`src/design/dss_pkg.sv`:
```
// Shared constants, types and helper functions of the delimiter stream splitter.
package dss_pkg;

    localparam int MAX_DELIM = 8;
    localparam int BYTE_W    = 8;
    localparam int DELIM_W   = MAX_DELIM * BYTE_W;
    localparam int LEN_W     = 4;
    localparam int CNT_W     = 3;
    localparam int CFG_IDX_W = 2;

    localparam logic [CFG_IDX_W-1:0] REG_DELIM_BYTES  = 2'd0;
    localparam logic [CFG_IDX_W-1:0] REG_DELIM_LENGTH = 2'd1;

    localparam logic [DELIM_W-1:0] DELIM_BYTES_RESET  = 64'd10;
    localparam logic [LEN_W-1:0]   DELIM_LENGTH_RESET = 4'd1;

    // What follows the prefix flush of one command.
    localparam logic [1:0] TAIL_NONE = 2'd0;
    localparam logic [1:0] TAIL_END  = 2'd1;
    localparam logic [1:0] TAIL_DATA = 2'd2;

    typedef struct packed {
        logic [CNT_W-1:0]  cnt;
        logic [1:0]        tail;
        logic [BYTE_W-1:0] data;
    } t_cmd;

    typedef struct packed {
        logic full;
        logic empty;
    } t_q_stat;

    function automatic logic [LEN_W-1:0] used_length(input logic [LEN_W-1:0] len);
        logic [LEN_W-1:0] res;
        res = len;
        if (len == '0) begin
            res = LEN_W'(1);
        end else if (len > LEN_W'(MAX_DELIM)) begin
            res = LEN_W'(MAX_DELIM);
        end
        return res;
    endfunction

    function automatic logic [BYTE_W-1:0] delim_at(input logic [DELIM_W-1:0] bytes,
                                                   input logic [CNT_W-1:0] idx);
        return bytes[{idx, 3'b000} +: BYTE_W];
    endfunction

endpackage

```
`src/design/delimiter_stream_splitter.sv`:
```
// Top level of the delimiter stream splitter: configuration registers and wiring.
//
// Input channel: i_in_valid / o_in_stall carry one beat of i_data_byte and
// i_end_of_input. A beat is a stream byte, or with i_end_of_input set the
// end of the stream, which flushes a held partial delimiter and closes an
// open segment.
// Output channel: o_out_valid / i_out_stall carry result beats: a data byte
// (o_byte_valid) or a segment end marker (o_segment_end). o_last marks the
// final result caused by one input beat; an input beat gives 0 to 8 results.
// Configuration: i_cfg_valid / o_cfg_ready write register i_cfg_index with
// i_cfg_data (0: delimiter bytes, first byte lowest; 1: delimiter length).
// o_cfg_ready is always high. Write only while the block is idle.
// Path: command queue, back-end command register, then the output register.
// Throughput: the back end delivers one result per cycle while i_out_stall is
// low; the front end takes one beat per cycle while its two-entry command queue
// has room. The back end's single result register sets the sustained rate.
// Reset clears the match state, the queue and the output valid, and loads a
// single newline delimiter. A stall on the output holds the result beat and
// backs up through the queue to o_in_stall.
module delimiter_stream_splitter (
    input  logic                            i_clk,
    input  logic                            i_rst_n,
    input  logic                            i_in_valid,
    output logic                            o_in_stall,
    input  logic [dss_pkg::BYTE_W-1:0]      i_data_byte,
    input  logic                            i_end_of_input,
    output logic                            o_out_valid,
    input  logic                            i_out_stall,
    output logic [dss_pkg::BYTE_W-1:0]      o_out_byte,
    output logic                            o_byte_valid,
    output logic                            o_segment_end,
    output logic                            o_last,
    input  logic                            i_cfg_valid,
    output logic                            o_cfg_ready,
    input  logic [dss_pkg::CFG_IDX_W-1:0]   i_cfg_index,
    input  logic [dss_pkg::DELIM_W-1:0]     i_cfg_data
);

    logic [dss_pkg::DELIM_W-1:0] r_delim_bytes;
    logic [dss_pkg::LEN_W-1:0]   r_delim_length;
    dss_pkg::t_q_stat            q_stat;
    dss_pkg::t_cmd               push_cmd;
    dss_pkg::t_cmd               head_cmd;
    logic                        push;
    logic                        pop;

    assign o_cfg_ready = 1'b1;

    always_ff @(posedge i_clk) begin
        if (!i_rst_n) begin
            r_delim_bytes  <= dss_pkg::DELIM_BYTES_RESET;
            r_delim_length <= dss_pkg::DELIM_LENGTH_RESET;
        end else if (i_cfg_valid && o_cfg_ready) begin
            // Ignore writes beyond the register list.
            if (i_cfg_index == dss_pkg::REG_DELIM_BYTES) begin
                r_delim_bytes <= i_cfg_data;
            end else if (i_cfg_index == dss_pkg::REG_DELIM_LENGTH) begin
                r_delim_length <= i_cfg_data[dss_pkg::LEN_W-1:0];
            end
        end
    end

    dss_front u_front (
        .i_clk          (i_clk),
        .i_rst_n        (i_rst_n),
        .i_in_valid     (i_in_valid),
        .o_in_stall     (o_in_stall),
        .i_data_byte    (i_data_byte),
        .i_end_of_input (i_end_of_input),
        .i_delim_bytes  (r_delim_bytes),
        .i_delim_length (r_delim_length),
        .i_q_stat       (q_stat),
        .o_push         (push),
        .o_cmd          (push_cmd)
    );

    dss_queue u_queue (
        .i_clk   (i_clk),
        .i_rst_n (i_rst_n),
        .i_push  (push),
        .i_cmd   (push_cmd),
        .i_pop   (pop),
        .o_head  (head_cmd),
        .o_stat  (q_stat)
    );

    dss_back u_back (
        .i_clk         (i_clk),
        .i_rst_n       (i_rst_n),
        .i_head        (head_cmd),
        .i_q_stat      (q_stat),
        .o_pop         (pop),
        .i_delim_bytes (r_delim_bytes),
        .o_out_valid   (o_out_valid),
        .i_out_stall   (i_out_stall),
        .o_out_byte    (o_out_byte),
        .o_byte_valid  (o_byte_valid),
        .o_segment_end (o_segment_end),
        .o_last        (o_last)
    );

endmodule

```
`src/design/dss_front.sv`:
```
// Front end: accepts input beats, tracks the delimiter match and issues commands.
module dss_front (
    input  logic                          i_clk,
    input  logic                          i_rst_n,
    input  logic                          i_in_valid,
    output logic                          o_in_stall,
    input  logic [dss_pkg::BYTE_W-1:0]    i_data_byte,
    input  logic                          i_end_of_input,
    input  logic [dss_pkg::DELIM_W-1:0]   i_delim_bytes,
    input  logic [dss_pkg::LEN_W-1:0]     i_delim_length,
    input  dss_pkg::t_q_stat              i_q_stat,
    output logic                          o_push,
    output dss_pkg::t_cmd                 o_cmd
);

    logic [dss_pkg::CNT_W-1:0] r_match_count, n_match_count;
    logic                      r_segment_open, n_segment_open;
    logic [dss_pkg::LEN_W-1:0] len;
    logic [dss_pkg::LEN_W-1:0] m0;
    logic [dss_pkg::LEN_W-1:0] m1;
    logic                      accept;
    dss_pkg::t_cmd             cmd;

    assign accept     = i_in_valid && !i_q_stat.full;
    assign o_in_stall = i_q_stat.full;

    always_comb begin
        len            = dss_pkg::used_length(i_delim_length);
        cmd.cnt        = '0;
        cmd.tail       = dss_pkg::TAIL_NONE;
        cmd.data       = i_data_byte;
        n_match_count  = r_match_count;
        n_segment_open = r_segment_open;
        m0             = {1'b0, r_match_count};
        m1             = m0 + 4'd1;
        if (i_end_of_input) begin
            cmd.cnt        = r_match_count;
            cmd.tail       = (r_segment_open || r_match_count != '0) ?
                             dss_pkg::TAIL_END : dss_pkg::TAIL_NONE;
            n_match_count  = '0;
            n_segment_open = 1'b0;
        end else begin
            // Delimiter shrank under a held prefix: flush it and start over.
            if (m0 >= len) begin
                cmd.cnt        = r_match_count;
                n_segment_open = 1'b1;
                m0             = '0;
            end
            m1 = m0 + 4'd1;
            if (i_data_byte == dss_pkg::delim_at(i_delim_bytes, m0[dss_pkg::CNT_W-1:0])) begin
                if (m1 >= len) begin
                    cmd.tail       = dss_pkg::TAIL_END;
                    n_match_count  = '0;
                    n_segment_open = 1'b0;
                end else begin
                    n_match_count = m1[dss_pkg::CNT_W-1:0];
                end
            end else if (m0 != '0) begin
                cmd.cnt        = m0[dss_pkg::CNT_W-1:0];
                n_segment_open = 1'b1;
                // Recheck the mismatching byte as a delimiter start.
                if (i_data_byte == dss_pkg::delim_at(i_delim_bytes, '0)) begin
                    n_match_count = dss_pkg::CNT_W'(1);
                end else begin
                    cmd.tail      = dss_pkg::TAIL_DATA;
                    n_match_count = '0;
                end
            end else begin
                cmd.tail       = dss_pkg::TAIL_DATA;
                n_match_count  = '0;
                n_segment_open = 1'b1;
            end
        end
    end

    // Drop commands that produce no results.
    assign o_push = accept && (cmd.cnt != '0 || cmd.tail != dss_pkg::TAIL_NONE);
    assign o_cmd  = cmd;

    always_ff @(posedge i_clk) begin
        if (!i_rst_n) begin
            r_match_count  <= '0;
            r_segment_open <= 1'b0;
        end else if (accept) begin
            r_match_count  <= n_match_count;
            r_segment_open <= n_segment_open;
        end
    end

endmodule

```
`src/design/dss_queue.sv`:
```
// Two-entry command queue between the front and back ends.
module dss_queue (
    input  logic             i_clk,
    input  logic             i_rst_n,
    input  logic             i_push,
    input  dss_pkg::t_cmd    i_cmd,
    input  logic             i_pop,
    output dss_pkg::t_cmd    o_head,
    output dss_pkg::t_q_stat o_stat
);

    dss_pkg::t_cmd r_entry [2];
    logic          r_wr_ptr, n_wr_ptr;
    logic          r_rd_ptr, n_rd_ptr;
    logic [1:0]    r_count, n_count;
    logic          do_push;
    logic          do_pop;

    assign o_stat.full  = (r_count == 2'd2);
    assign o_stat.empty = (r_count == 2'd0);
    assign do_push      = i_push && !o_stat.full;
    assign do_pop       = i_pop && !o_stat.empty;
    assign o_head       = r_entry[r_rd_ptr];

    always_comb begin
        n_wr_ptr = do_push ? !r_wr_ptr : r_wr_ptr;
        n_rd_ptr = do_pop ? !r_rd_ptr : r_rd_ptr;
        n_count  = r_count + {1'b0, do_push} - {1'b0, do_pop};
    end

    always_ff @(posedge i_clk) begin
        if (!i_rst_n) begin
            r_wr_ptr <= 1'b0;
            r_rd_ptr <= 1'b0;
            r_count  <= 2'd0;
        end else begin
            r_wr_ptr <= n_wr_ptr;
            r_rd_ptr <= n_rd_ptr;
            r_count  <= n_count;
        end
    end

    always_ff @(posedge i_clk) begin
        if (do_push) begin
            r_entry[r_wr_ptr] <= i_cmd;
        end
    end

endmodule

```
`src/design/dss_back.sv`:
```
// Back end: expands commands into result beats behind an output register.
module dss_back (
    input  logic                        i_clk,
    input  logic                        i_rst_n,
    input  dss_pkg::t_cmd               i_head,
    input  dss_pkg::t_q_stat            i_q_stat,
    output logic                        o_pop,
    input  logic [dss_pkg::DELIM_W-1:0] i_delim_bytes,
    output logic                        o_out_valid,
    input  logic                        i_out_stall,
    output logic [dss_pkg::BYTE_W-1:0]  o_out_byte,
    output logic                        o_byte_valid,
    output logic                        o_segment_end,
    output logic                        o_last
);

    logic                       r_have, n_have;
    dss_pkg::t_cmd              r_cmd;
    logic [dss_pkg::CNT_W-1:0]  r_idx;
    logic                       r_out_valid;
    logic [dss_pkg::BYTE_W-1:0] r_out_byte, n_out_byte;
    logic                       r_byte_valid, n_byte_valid;
    logic                       r_segment_end, n_segment_end;
    logic                       r_last, n_last;
    logic                       advance;
    logic                       in_flush;
    logic                       finish;

    assign advance  = !r_out_valid || !i_out_stall;
    assign in_flush = (r_idx < r_cmd.cnt);

    always_comb begin
        if (in_flush) begin
            n_out_byte    = dss_pkg::delim_at(i_delim_bytes, r_idx);
            n_byte_valid  = 1'b1;
            n_segment_end = 1'b0;
            finish        = (r_idx == r_cmd.cnt - 3'd1) && (r_cmd.tail == dss_pkg::TAIL_NONE);
        end else begin
            n_byte_valid  = (r_cmd.tail == dss_pkg::TAIL_DATA);
            n_segment_end = (r_cmd.tail == dss_pkg::TAIL_END);
            n_out_byte    = n_byte_valid ? r_cmd.data : '0;
            finish        = 1'b1;
        end
        n_last = finish;
    end

    assign o_pop  = !i_q_stat.empty && (!r_have || (advance && finish));
    assign n_have = o_pop ? 1'b1 : ((advance && finish) ? 1'b0 : r_have);

    always_ff @(posedge i_clk) begin
        if (!i_rst_n) begin
            r_have      <= 1'b0;
            r_idx       <= '0;
            r_out_valid <= 1'b0;
        end else begin
            r_have <= n_have;
            if (o_pop) begin
                r_idx <= '0;
            end else if (advance && r_have) begin
                r_idx <= r_idx + 3'd1;
            end
            if (advance) begin
                r_out_valid <= r_have;
            end
        end
    end

    // Payload holds while the receiver stalls.
    always_ff @(posedge i_clk) begin
        if (o_pop) begin
            r_cmd <= i_head;
        end
        if (advance && r_have) begin
            r_out_byte    <= n_out_byte;
            r_byte_valid  <= n_byte_valid;
            r_segment_end <= n_segment_end;
            r_last        <= n_last;
        end
    end

    assign o_out_valid   = r_out_valid;
    assign o_out_byte    = r_out_byte;
    assign o_byte_valid  = r_byte_valid;
    assign o_segment_end = r_segment_end;
    assign o_last        = r_last;

endmodule

```
`config.mk`:
```
export PLATFORM = sky130hd
export DESIGN_NAME = delimiter_stream_splitter
export DESIGN_NICKNAME = d
export VERILOG_FILES = /design/src/design/dss_pkg.sv /design/src/design/delimiter_stream_splitter.sv /design/src/design/dss_front.sv /design/src/design/dss_queue.sv /design/src/design/dss_back.sv
export SDC_FILE = /design/constraint.sdc
export NUM_CORES = 1
export LEC_CHECK = 0
export BUFFER_PORTS_ARGS = -buffer_cell sky130_fd_sc_hd__buf_4
export CAP_MARGIN = 20
export CORE_ASPECT_RATIO = 0.9
export CORE_MARGIN = 2
export CORE_UTILIZATION = 35
export CTS_BUF_LIST = sky130_fd_sc_hd__clkbuf_16
export DETAILED_ROUTE_END_ITERATION = 6
export MAX_ROUTING_LAYER = met4
export PLACE_DENSITY = 0.58
export REMOVE_ABC_BUFFERS = 1
export SLEW_MARGIN = 10
export SYNTH_ARGS = -nofsm -noshare
export SYNTH_HDL_FRONTEND = slang
export SYNTH_SLANG_ARGS = --single-unit
```
`constraint.sdc`:
```
create_clock -name i_clk -period 9.95 [get_ports i_clk]
set_clock_uncertainty 0.15 [all_clocks]
set_input_delay 1.99 -clock i_clk [delete_from_list [all_inputs] [get_ports i_clk]]
set_output_delay 1.99 -clock i_clk [all_outputs]
set_load 0.01 [all_outputs]
```
== Word level (Yosys, flattened, before mapping) ==
Memory sizes are Yosys's and may differ from the RTL's. A register that Yosys moved wholly into a read port is not among the register bits.
Index checks and enable logic that the tools add are counted.

* Register bits: 92
* Memory bits (writable): 26
* Output and inout port bits: 14
* Memories kept: 1

* Add/subtract/negate cells: 5
* $lt $le $gt $ge: 4
* Eq/ne operators: 8
* Shifts and indexed selects: 2
* Multiplexer cells: 29
* Bitwise logic cells: 2
* Reductions and logical operators: 32

{| class="wikitable"
|+ Memories
! name !! words !! bits a word !! rd ports !! clocked after memory_dff !! write ports !! RTL line !! RTL
|-
| u_queue.r_entry || 2 || 13 || 1 || 1 || 1 || dss_queue.sv:12 || <nowiki>dss_pkg::t_cmd r_entry [2];</nowiki>
|}

{| class="wikitable"
|+ Operators by type and width
! kind !! count
|-
| 64-bit by 7-bit indexed part select with 8-bit output || 2
|-
| 3-bit two-way mux || 7
|-
| 8-bit == test || 2
|-
| 8-bit two-way mux || 2
|-
| 1-bit two-way mux || 13
|-
| 4-bit two-way mux || 3
|-
| 1-bit logical AND || 8
|-
| 1-bit zero test || 7
|-
| 2-bit zero test || 3
|-
| 2-bit two-way mux || 3
|-
| 3-bit nonzero test || 2
|-
| 5-bit two-way mux || 1
|-
| 4-bit by 1-bit adder with 4-bit output (second input constant) || 1
|-
| 2-bit by 1-bit == test with 1-bit output (second input constant) || 2
|-
| 2-bit == test (second input constant) || 2
|-
| 3-bit by 4-bit greater-or-equal comparator with 1-bit output || 1
|-
| 4-bit greater-or-equal comparator || 1
|-
| 4-bit > comparator (second input constant) || 1
|-
| 4-bit zero test || 1
|-
| 1-bit logical OR || 4
|-
| 4-bit by 3-bit != test with 1-bit output (second input constant) || 1
|-
| 2-bit AND reduction || 2
|-
| 2-bit nonzero test || 2
|-
| 4-bit nonzero test || 1
|-
| other kinds (9) || 10
|}

== Depth between registers and ports, before layout ==
Gate-level depths: netlist (run 1).

* Word-level depth: 17
* Gate-level depth with buffers: 19
* Depth with buffers taken out: 18

== Hierarchy ==
From an unflattened synthesis (run 1), not the netlist that was laid out.

* Cells, all modules: 672
* Area total of the unflattened synthesis: 7327.0 um^2

{| class="wikitable"
|+ Modules (own cells, without submodules)
! module !! times used !! cells each !! area an instance (um^2)
|-
| delimiter_stream_splitter || 1 || 298 || 2798.9
|-
| dss_back || 1 || 110 || 1720.4
|-
| dss_front || 1 || 197 || 1596.5
|-
| dss_queue || 1 || 67 || 1211.2
|}

== Least setup slack after synthesis (run 1) ==
Ideal clock, no wire load.

* Path type: in2reg
* From: input i_data_byte[7] (netlist bit)
* To: register u_queue.r_count[1]
* Library setup time: 128 ps
* Data arrival time: 4117 ps
* Data required time: 9672 ps
* Slack: 5556 ps
* Stages: 12
* Buffers on the path: 1
* Cells stage by stage: inv_1 a2111oi_0 a2111oi_2 o221ai_1 a2111oi_2 or3b_1 buf_2 o31a_1 ha_1 xor2_1 xnor2_1 nor2_1

* Cells in the longest elaborated chain, start to end: 11

{| class="wikitable"
|+ Ends and longest elaborated chain
! element !! RTL line !! RTL
|-
| start, declared || delimiter_stream_splitter.sv:25 || <nowiki>input logic [dss_pkg::BYTE_W-1:0] i_data_byte,</nowiki>
|-
| 8-bit == test || dss_front.sv:62 || <nowiki>if (i_data_byte == dss_pkg::delim_at(i_delim_bytes, '0)) begin</nowiki>
|-
| 2-bit two-way mux || dss_front.sv:62 ||
|-
| 2-bit two-way mux || dss_front.sv:58 || <nowiki>end else if (m0 != '0) begin</nowiki>
|-
| 2-bit two-way mux || dss_front.sv:50 || <nowiki>if (i_data_byte == dss_pkg::delim_at(i_delim_bytes, m0[dss_pkg::CNT_W-1:0])) begin</nowiki>
|-
| 5-bit two-way mux (*) || dss_front.sv:36 || <nowiki>if (i_end_of_input) begin</nowiki>
|-
| 2-bit nonzero test || dss_front.sv:77 || <nowiki>assign o_push = accept && (cmd.cnt != '0 || cmd.tail != dss_pkg::TAIL_NONE);</nowiki>
|-
| 1-bit logical OR (*) || dss_front.sv:77 ||
|-
| 1-bit logical AND (*) || dss_front.sv:77 ||
|-
| 1-bit logical AND (*) || dss_queue.sv:21 || <nowiki>assign do_push = i_push && !o_stat.full;</nowiki>
|-
| 2-bit by 1-bit adder with 2-bit output (*) || dss_queue.sv:28 || <nowiki>n_count = r_count + {1'b0, do_push} - {1'b0, do_pop};</nowiki>
|-
| 2-bit by 1-bit subtractor with 2-bit output (*) || dss_queue.sv:28 ||
|-
| end signal, assigned || dss_queue.sv:39 || <nowiki>r_count <= n_count;</nowiki>
|-
| end, declared || dss_queue.sv:15 || <nowiki>logic [1:0] r_count, n_count;</nowiki>
|}

Mark *: on every way between the ends. The rest lies on a longest branch, timed or not.
A chain may end at the register's enable or synchronous reset.

== Final worst setup path (run 1) ==
* From: register u_front.r_match_count[0] (netlist bit)
* To: memory u_queue.r_entry[1][3] (netlist bit), enable pin

* Cells in the longest elaborated chain, start to end: 14

{| class="wikitable"
|+ Ends and longest elaborated chain
! element !! RTL line !! RTL
|-
| start, declared || dss_front.sv:16 || <nowiki>logic [dss_pkg::CNT_W-1:0] r_match_count, n_match_count;</nowiki>
|-
| start signal, assigned || dss_front.sv:85 || <nowiki>r_match_count <= n_match_count;</nowiki>
|-
| 3-bit by 4-bit greater-or-equal comparator with 1-bit output || dss_front.sv:44 || <nowiki>if (m0 >= len) begin</nowiki>
|-
| 3-bit two-way mux || dss_front.sv:44 ||
|-
| 4-bit two-way mux || dss_front.sv:36 ||
|-
| 4-bit by 1-bit adder with 4-bit output || dss_front.sv:49 || <nowiki>m1 = m0 + 4'd1;</nowiki>
|-
| 4-bit greater-or-equal comparator || dss_front.sv:51 || <nowiki>if (m1 >= len) begin</nowiki>
|-
| 1-bit two-way mux || dss_front.sv:51 ||
|-
| 2-bit two-way mux || dss_front.sv:50 ||
|-
| 5-bit two-way mux (*) || dss_front.sv:36 ||
|-
| 2-bit nonzero test || dss_front.sv:77 ||
|-
| 1-bit logical OR (*) || dss_front.sv:77 ||
|-
| 1-bit logical AND (*) || dss_front.sv:77 ||
|-
| 1-bit logical AND (*) || dss_queue.sv:21 ||
|-
| 1-bit two-way mux (*) || dss_queue.sv:44 || <nowiki>if (do_push) begin</nowiki>
|-
| 1-bit two-way mux (not written as such) (*) || dss_queue.sv:45 || <nowiki>r_entry[r_wr_ptr] <= i_cmd;</nowiki>
|-
| end, declared || dss_queue.sv:12 ||
|}

Mark *: on every way between the ends. The rest lies on a longest branch, timed or not. The select of a mux whose other input is x is not followed.

==> results of run 1 <==
[placed cells by master (no fill, tap or decap), drive strengths merged, types with 17 or more instances in the layout]
| cell type | count |
|---|---|
| buf | 101 |
| nor2 | 30 |
| mux2i | 28 |
| mux4 | 18 |
| clkbuf | 17 |
| edfxtp | 50 |
| inv | 23 |
| dfxtp | 81 |
| nand2 | 160 |
| a21oi | 82 |
[metal layers]
layer | track usage (%) | share of wire, % | vias to the layer above
met4 | 5.98 | 1.6 | 0
met3 | 4.63 | 5.3 | 20
met1 | 25.7 | 49 | 2554
met5 | - | 0 | -
li1 | - | - | 2627
met2 | 27.2 | 44 | 147
[sequential cells by signal (all words and copies together), names as in the netlist]
signal,cells
u_back.r_idx,3
r_delim_length,4
u_back.o_out_byte,8
u_queue.r_count,2
u_front.r_match_count,3
u_back.o_segment_end,1
u_back.o_byte_valid,1
r_delim_bytes,64
u_queue.r_entry,26
u_queue.r_wr_ptr,1
u_back.r_cmd,13
u_front.r_segment_open,1
u_queue.r_rd_ptr,1
u_back.o_last,1
u_back.r_have,1
u_back.o_out_valid,1
[cell families (layout without fill, tap and decap cells)]
logic type | Yosys count | in the layout | share of synthesized area, %
AND/OR/NAND/NOR | 243 | 243 | 15.6
AO/OA/AOI/OAI | 156 | 156 | 15.3
adder cells (fa/ha/maj) | 14 | 14 | 2.63
buffers and inverters | 67 | 153 | 4.13
XOR/XNOR | 18 | 18 | 2.37
other | 1 | 2 | 0.0563
multiplexers | 62 | 62 | 13.0
flip-flops | 131 | 131 | 46.9
[final cells by class]
| cell class | count | share of cell area (%) |
|---|---|---|
| clock inverter | 15 | 1.91 |
| timing repair buffer | 101 | 9.35 |
| multi-input combinational | 494 | 40.3 |
| tap | 245 | 3.78 |
| sequential | 131 | 38.5 |
| clock buffer | 17 | 5.24 |
| antenna | 1 | 0.0308 |
| inverter | 20 | 0.925 |
[tightest hold or removal path: cells and delay by family (launching register included)]
family          cells  cell delay (ps)
flops               1              310
simple gates        1               50
compound gates      1               50
[how the worst min path moves through the flow]
stage | endpoint | slack (ps) | cells past startpoint
after floorplan | r_delim_bytes[20] | 290 | 2
after global placement | r_delim_bytes[35] | 310 | 2
after detailed placement | r_delim_bytes[22] | 310 | 2
after CTS | r_delim_bytes[22] | 320 | 2
after global routing | r_delim_bytes[22] | 330 | 2
final | r_delim_bytes[36] | 320 | 2
[power groups by stage]
stage	logic [mW]	clock network, mW	registers, mW
after global placement	0.297	0	0.686
after CTS	0.302	0.626	0.677
final	0.298	0.614	0.676
after floorplan	0.177	0	0.695
after detailed placement	0.300	0	0.688
after global routing	0.332	0.654	0.683
==> impl_metrics.tcl, run 1 <==
set metrics [dict create \
    vias 5348 \
    clkPwrFrac_pct 38.6 \
    final_nets 859 \
    antenna_found_initial 0 \
    netlist_area_um2 6660 \
    peakVddDrop_mv 0.108 \
    cts_sinks 131 \
    worstHoldStart "r_delim_bytes[36]" \
    cts_tree "done" \
    clk_latency_ps 420 \
    yosysSeqAreaShare_pct 46.9 \
    endpoint_kind "flop" \
    crit_type "reg2reg" \
    combinationalPowerShare_pct 18.8 \
    clockBufferDepth 2 \
    post-route-min-period_ps 4840 \
    synth-edff-count 50 \
    reg2reg_from "u_front.r_match_count[0]" \
    p_seq_share_pct 42.6 \
    grt_pass1_vias 5073 \
    place_hpwl_mm 12.3 \
    yosys_warnings 0 \
    dpl_cell_area_um2 7520 \
    gp_congestion 0.947 \
    cts_root_buffer "clkbuf_16" \
    crit_end "u_queue.r_entry[1][3]" \
    multi_input_area_um2 3270 \
    crit_chain "buf_4, inv_1, ha_1, nand2b_4, a211o_1, a211oi_2, a2111oi_0, a2111oi_2, o221ai_1, a2111oi_2, or3b_1, o31a_1, and2_1" \
    wl_per_cell_um 17.1 \
    grt_usage_pct 18.7 \
    ys_seq_elements 131 \
    p_total_mw 1.59 \
    placed_cells 990 \
    die_y_um 135 \
    crit_path_max_fanout 30 \
    synth_common_cells "nand2_1, a21oi_1, dfxtp_1" \
    routed_wl_mm 17.5 \
    stdcell_count 1024 \
    critPathLaunch "u_front.r_match_count[0]" \
    switching_share_pct 27.7 \
    tightest_slew_ps 900 \
    drv_slew 0 \
    grt_first_pass_wirelength_mm 27.9 \
    final_cell_area_um2 8110 \
    status "finished, final reports clean" \
    dp_slack_ps 4900 \
    cts_hold_buf 0 \
    synth_ff_type "dfxtp_1" \
    path_depth 13 \
    drcViolationCount 0 \
    switching_power_uw 440 \
    syn_area_per_cell_um2 9.62 \
    utilization_pct 43.8 \
    slew_headroom_pct 39.7 \
    start_util_pct 36.0 \
    grt.overflow.total 0 \
    reg2reg_depth 13 \
    synth_top_area_share_pct 24.3 \
    cts_max_level 4 \
    worstPathArrival_ps 4780 \
    setup_viol 0 \
    hold_ws_ps 316 \
    drive_gt1_share_pct 23.1 \
    path_delay_family "compound AO/OA/AOI/OAI gates" \
    synth.area.top_cells "dfxtp_1, edfxtp_1, nand2_1" \
    synth_top_area_cell "dfxtp_1" \
    postSynthCellCount 692 \
    cp_common_cell "a2111oi_2" \
    post-synth-top-count-cell "nand2_1" \
    path_clk_slew_ps 60 \
    critical_path_buf_inv_count 2 \
    p_leak_nw 2.99 \
    row_count 47 \
    slowest_delay_ps 510 \
    finalHoldViolCount 0 \
    die_w_um 149 \
    min_period_over_period_pct 48.6 \
    drt-initial-drc-count 436 \
    power_density_nw_per_um2 196 \
    intPower_mw 1.15 \
    regArea_um2 3120 \
    crit_required_ps 9890 \
    cts_buffers 17 \
    io_buffers 92 \
    coreArea_um2 18500 \
    async_flop_share_pct 0 \
    fillers 1844 \
    dieArea_um2 20100 \
    cp-start-kind "flop" \
    max_freq_mhz 207 \
    synthDistinctLibCells 66 \
    routed_via_density 5.22 \
    hp-class "reg2reg" \
    area_delta_synth_final_pct 21.8 \
    setup-tns-final_ps 0 \
    cts.repair.resized 0 \
    setup_ws_ps 5110 \
    r2r-end "u_queue.r_entry[1][3]" \
    rsz0062_at_grt "false" \
    drv_cap 0 \
    post_cts_buffers 0 \
    grt_max_degree 65 \
    cpMaxStageDelayCell "or3b_1" \
    first_pass_iters 5 \
    pin_count 94 \
    reg2reg_slack_ps 5110 \
    ant_nets 0 \
]
Note: power is estimated with default switching activity, not from simulation.
==> inputs of run 2 (changes only) <==
- clock period: 9.95 -> 4.6 ns (I/O delays scaled with it)
==> run 2 against run 1 <==
Die area is the same. Total power is 110% higher. Count of clock-buffer cells in the layout is the same. First-iteration DRC count down 5.0%. Cell count increased by 0.98%. Worst setup slack got worse by 4800 ps. Via count increased by 1.3%. Sequential power is 120% higher. Non-clock buffer count grew 11. Sequential share of layout area decreased by 0.28 points. Global-route usage rose by 0.68 points.
==> impl_metrics.tcl, run 2 (synthesized netlist as in run 1, its figures left out) <==
set metrics [dict create \
    status "finished, final reports clean" \
    hp-class "reg2reg" \
    coreArea_um2 18500 \
    antenna_cells 0 \
    post-route-min-period_ps 4320 \
    cts_sinks 131 \
    cts_hold_buf 0 \
    pin_count 94 \
    drive_gt1_share_pct 24.1 \
    wl_per_cell_um 17.7 \
    grt_pass1_vias 5130 \
    cts_root_buffer "clkbuf_16" \
    cp_common_cell "nor2_1" \
    dieArea_um2 20100 \
    cts_max_level 4 \
    reg_top3 "r_delim_bytes x64, u_queue.r_entry x26, u_back.r_cmd x13" \
    slowest_delay_ps 430 \
    ant_nets 0 \
    vias 5415 \
    grt.overflow.total 0 \
    grt_first_pass_wirelength_mm 28.6 \
    clk_latency_ps 430 \
    cts_tree "done" \
    max_freq_mhz 232 \
    crit_type "reg2reg" \
    final_common_cell "nand2_1" \
    die_y_um 135 \
    p_leak_nw 3.05 \
    regMostFlops "r_delim_bytes" \
    gp_congestion 0.924 \
    critical_path_buf_inv_count 1 \
    drcViolationCount 0 \
    cp-start-kind "flop" \
    start_util_pct 36.0 \
    path_clk_slew_ps 60 \
    post_cts_buffers 0 \
    tightest_slew_ps 945 \
    fillers 1826 \
    min_period_over_period_pct 93.9 \
    final_nets 870 \
    grt_usage_pct 19.4 \
    endpoint_kind "flop" \
    drv_slew 0 \
    cts.repair.resized 0 \
    routed_via_density 5.24 \
    cts_buffers 17 \
    row_count 47 \
    setup_viol 0 \
    slew_headroom_pct 36.8 \
    drv_cap 0 \
    utilization_pct 44.1 \
    drt-initial-drc-count 414 \
    routed_wl_mm 18.3 \
    setup-tns-final_ps 0 \
    hold_ws_ps 317 \
    worstPathArrival_ps 4460 \
    first_pass_iters 5 \
    clockBufferDepth 2 \
    power_density_nw_per_um2 410 \
    io_buffers 92 \
    crit_required_ps 4740 \
    crit_chain "nor2_1, nor2_1, nor2_1, ha_1, nand2b_4, a211oi_4, buf_12, mux2i_1, a2111oi_0, a2111oi_2, o221ai_1, a2111oi_2, or3b_1, o31a_1, ha_1, xor2_1, xnor2_1, nor2_1" \
    antenna_found_initial 0 \
    peakVddDrop_mv 0.257 \
    crit_path_max_fanout 18 \
    cpMaxStageDelayCell "or3b_1" \
    finalHoldViolCount 0 \
    place_hpwl_mm 13.0 \
    largest_register_ffs 64 \
    area_delta_synth_final_pct 22.7 \
    final_cell_mix "nand2_1, buf_4, a21oi_1, dfxtp_1, edfxtp_1" \
    rsz0062_at_grt "false" \
    die_w_um 149 \
    grt_max_degree 65 \
    path_delay_family "compound AO/OA/AOI/OAI gates" \
]
==> run 2: through the flow <==
step	instances	power (mW)	setup WS, ps	cell area (um^2)
final	1034	3.35	283	8170
after global routing	1034	3.52	9.65	8170
after CTS	1033	3.38	231	8150
after detailed placement	1001	2.15	245	7620
after global placement	1001	2.14	255	7620
after floorplan	645	1.89	-492	6460
==> run 2: area by class of cell <==
type                            instances  area, um^2  share of cell area [%]
Multi-Input combinational cell        494        3280                    40.2
Sequential cell                       131        3120                    38.2
Timing Repair Buffer                  112         853                    10.4
Clock buffer                           17         425                    5.21
Tap cell                              245         307                    3.75
Clock inverter                         15         105                    1.29
Inverter                               20        75.1                   0.919
==> run 2: where the power goes <==
group	leakage, nW	internal (mW)	switching (mW)	total, mW
clock	0.275	0.727	0.499	1.23
sequential	1.13	1.38	0.0832	1.46
combinational	1.65	0.310	0.348	0.657
==> run 2: metal layers <==
layer	vias up	share of wire, %	global-route usage (%)
met2	156	45	29.1
met3	23	5.7	4.63
met1	2593	48	26.7
met4	0	0.87	4.39
li1	2643	-	-
met5	-	0	-
==> run 2: tightest hold or removal path, stage by stage, from the launching register on <==
cell and delay (ps):
dfxtp_1 310, nand2_1 50, a21oi_1 50
==> run 2: worst paths after layout <==
check                                       start                 end  slack, ps  depth (start not counted)
worst max-delay path            r_delim_length[1]  u_queue.r_count[1]        280                         18
worst min-delay path            r_delim_bytes[22]   r_delim_bytes[22]        320                          2
worst max register to register  r_delim_length[1]  u_queue.r_count[1]        280                         18
worst min register to register  r_delim_bytes[22]   r_delim_bytes[22]        320                          2
==> inputs of run 3 (changes only) <==
- CORE_MARGIN: 2 -> 5
==> run 3 against run 2 <==
Critical path depth shrank 2. Worst setup slack got worse by 7.7 ps. Via count fell by 0.46%. Register-to-register slack about the same. Sequential power about the same. Total power is 2.1% higher. Worst hold slack worse by 1.0 ps. Sequential share of layout area fell by 0.70 points. Cell area increased by 2.0%. Critical endpoint is now u_queue.r_entry[1][12]. Largest cell class unchanged.
==> impl_metrics.tcl, run 3 (synthesized netlist as in run 1, its figures left out) <==
set metrics [dict create \
    setup_ws_ps 275 \
    ant_nets 0 \
    worstPathArrival_ps 4270 \
    cts_max_level 4 \
    crit_type "reg2reg" \
    grt_pass1_vias 5214 \
    first_pass_iters 5 \
    drv_cap 0 \
    drv_slew 0 \
    min_period_over_period_pct 94.0 \
    row_count 47 \
    routed_via_density 5.19 \
    dp_slack_ps 214 \
    utilization_pct 45.0 \
    endpoint_kind "flop" \
    final_nets 875 \
    area_delta_synth_final_pct 25.2 \
    dieArea_um2 21900 \
    cpMaxStageDelayCell "or3b_4" \
    setup_viol 0 \
    crit_required_ps 4550 \
    cts_root_buffer "clkbuf_16" \
    clockBufferDepth 2 \
    path_clk_slew_ps 60 \
    post-route-min-period_ps 4320 \
    slowest_delay_ps 430 \
    routed_wl_mm 18.4 \
    io_buffers 92 \
    drcViolationCount 0 \
    drt-initial-drc-count 440 \
    clk_latency_ps 420 \
    start_util_pct 36.0 \
    wl_per_cell_um 17.7 \
    grt_usage_pct 17.4 \
    gp_congestion 0.923 \
    p_leak_nw 3.09 \
    die_w_um 155 \
    coreArea_um2 18500 \
    crit_path_max_fanout 13 \
    die_y_um 141 \
    cts_buffers 17 \
    slew_headroom_pct 37.9 \
    final_common_cell "nand2_1" \
    cts_tree "done" \
    grt.overflow.total 0 \
    vias 5390 \
    largest_register_ffs 64 \
    cp-start-kind "flop" \
    stdcell_count 1039 \
    place_hpwl_mm 13.1 \
    hp-class "reg2reg" \
    tightest_slew_ps 930 \
    power_density_nw_per_um2 410 \
    antenna_cells 0 \
    max_freq_mhz 231 \
    cts_sinks 131 \
    grt_max_degree 65 \
    final_cell_mix "nand2_1, buf_4, a21oi_1, dfxtp_1, edfxtp_1" \
    peakVddDrop_mv 0.215 \
    regMostFlops "r_delim_bytes" \
    antenna_found_initial 0 \
    fillers 1836 \
    status "finished, final reports clean" \
    finalHoldViolCount 0 \
    reg2reg_slack_ps 280 \
    drive_gt1_share_pct 25.9 \
    pin_count 94 \
    reg_top3 "r_delim_bytes x64, u_queue.r_entry x26, u_back.r_cmd x13" \
    placed_cells 1001 \
    crit_chain "nor2_4, nor2_2, nor2_2, ha_1, nand2b_4, a211oi_4, buf_12, mux2i_4, a211oi_1, a2111oi_2, o221ai_1, a2111oi_2, or3b_4, o31a_1, buf_4, and2_1" \
    grt_first_pass_wirelength_mm 28.8 \
]
run 3: power by group:
part | switching [mW] | total [mW] | internal, mW
clock network | 0.495 | 1.28 | 0.789
logic | 0.349 | 0.672 | 0.323
registers | 0.0807 | 1.46 | 1.38
run 3: final cells by class:
class	count	area, um^2	share of cell area [%]
repair buffers	117	921	11.0
clock buffers	17	425	5.10
multi-input cells	494	3340	40.1
clock inverters	15	140	1.68
well taps	245	307	3.68
inverters	20	75.1	0.900
flip-flops and latches	131	3130	37.5
run 3: per-layer routing:
layer / share of wire (%) / global-route usage, % / vias to the layer above
li1: - / - / 2653
met1: 47 / 23.8 / 2549
met2: 46 / 25.5 / 164
met3: 5.8 / 3.74 / 24
met4: 1.6 / 6.22 / 0
met5: 0 / - / -
run 3: critical path: cells and delay by family, from the launching register on:
| kind | cells | cell delay, ps |
|---|---|---|
| AO/OA/AOI/OAI | 6 | 1480 |
| adder cells (fa/ha/maj) | 1 | 240 |
| buffers and inverters | 2 | 320 |
| flip-flops | 1 | 360 |
| multiplexers | 1 | 230 |
| AND/OR/NAND/NOR | 6 | 1230 |
run 3: path summary, 6_finish.rpt:
path	start	cells past startpoint	to
min reg2reg	r_delim_bytes[36]	2	r_delim_bytes[36]
min	r_delim_bytes[36]	2	r_delim_bytes[36]
max	r_delim_length[1]	16	u_queue.r_entry[1][12]
max reg2reg	r_delim_length[1]	16	u_queue.r_entry[1][12]
run 3: timing repair:
item,4_1_cts,5_1_grt
resized for setup,0,19
setup endpoints to repair,0,15
buffers inserted,0,5
hold buffers,0,0
run 3: stage by stage:
step | instance area (um^2) | hold slack, ps | setup TNS [ps] | power [mW]
after detailed placement | 7630 | 312 | 0 | 2.15
after CTS | 8200 | 319 | 0 | 3.44
after global placement | 7630 | 305 | 0 | 2.14
after floorplan | 6460 | 292 | -28460 | 1.89
final | 8340 | 316 | 0 | 3.42
after global routing | 8340 | 342 | -2.95 | 3.60
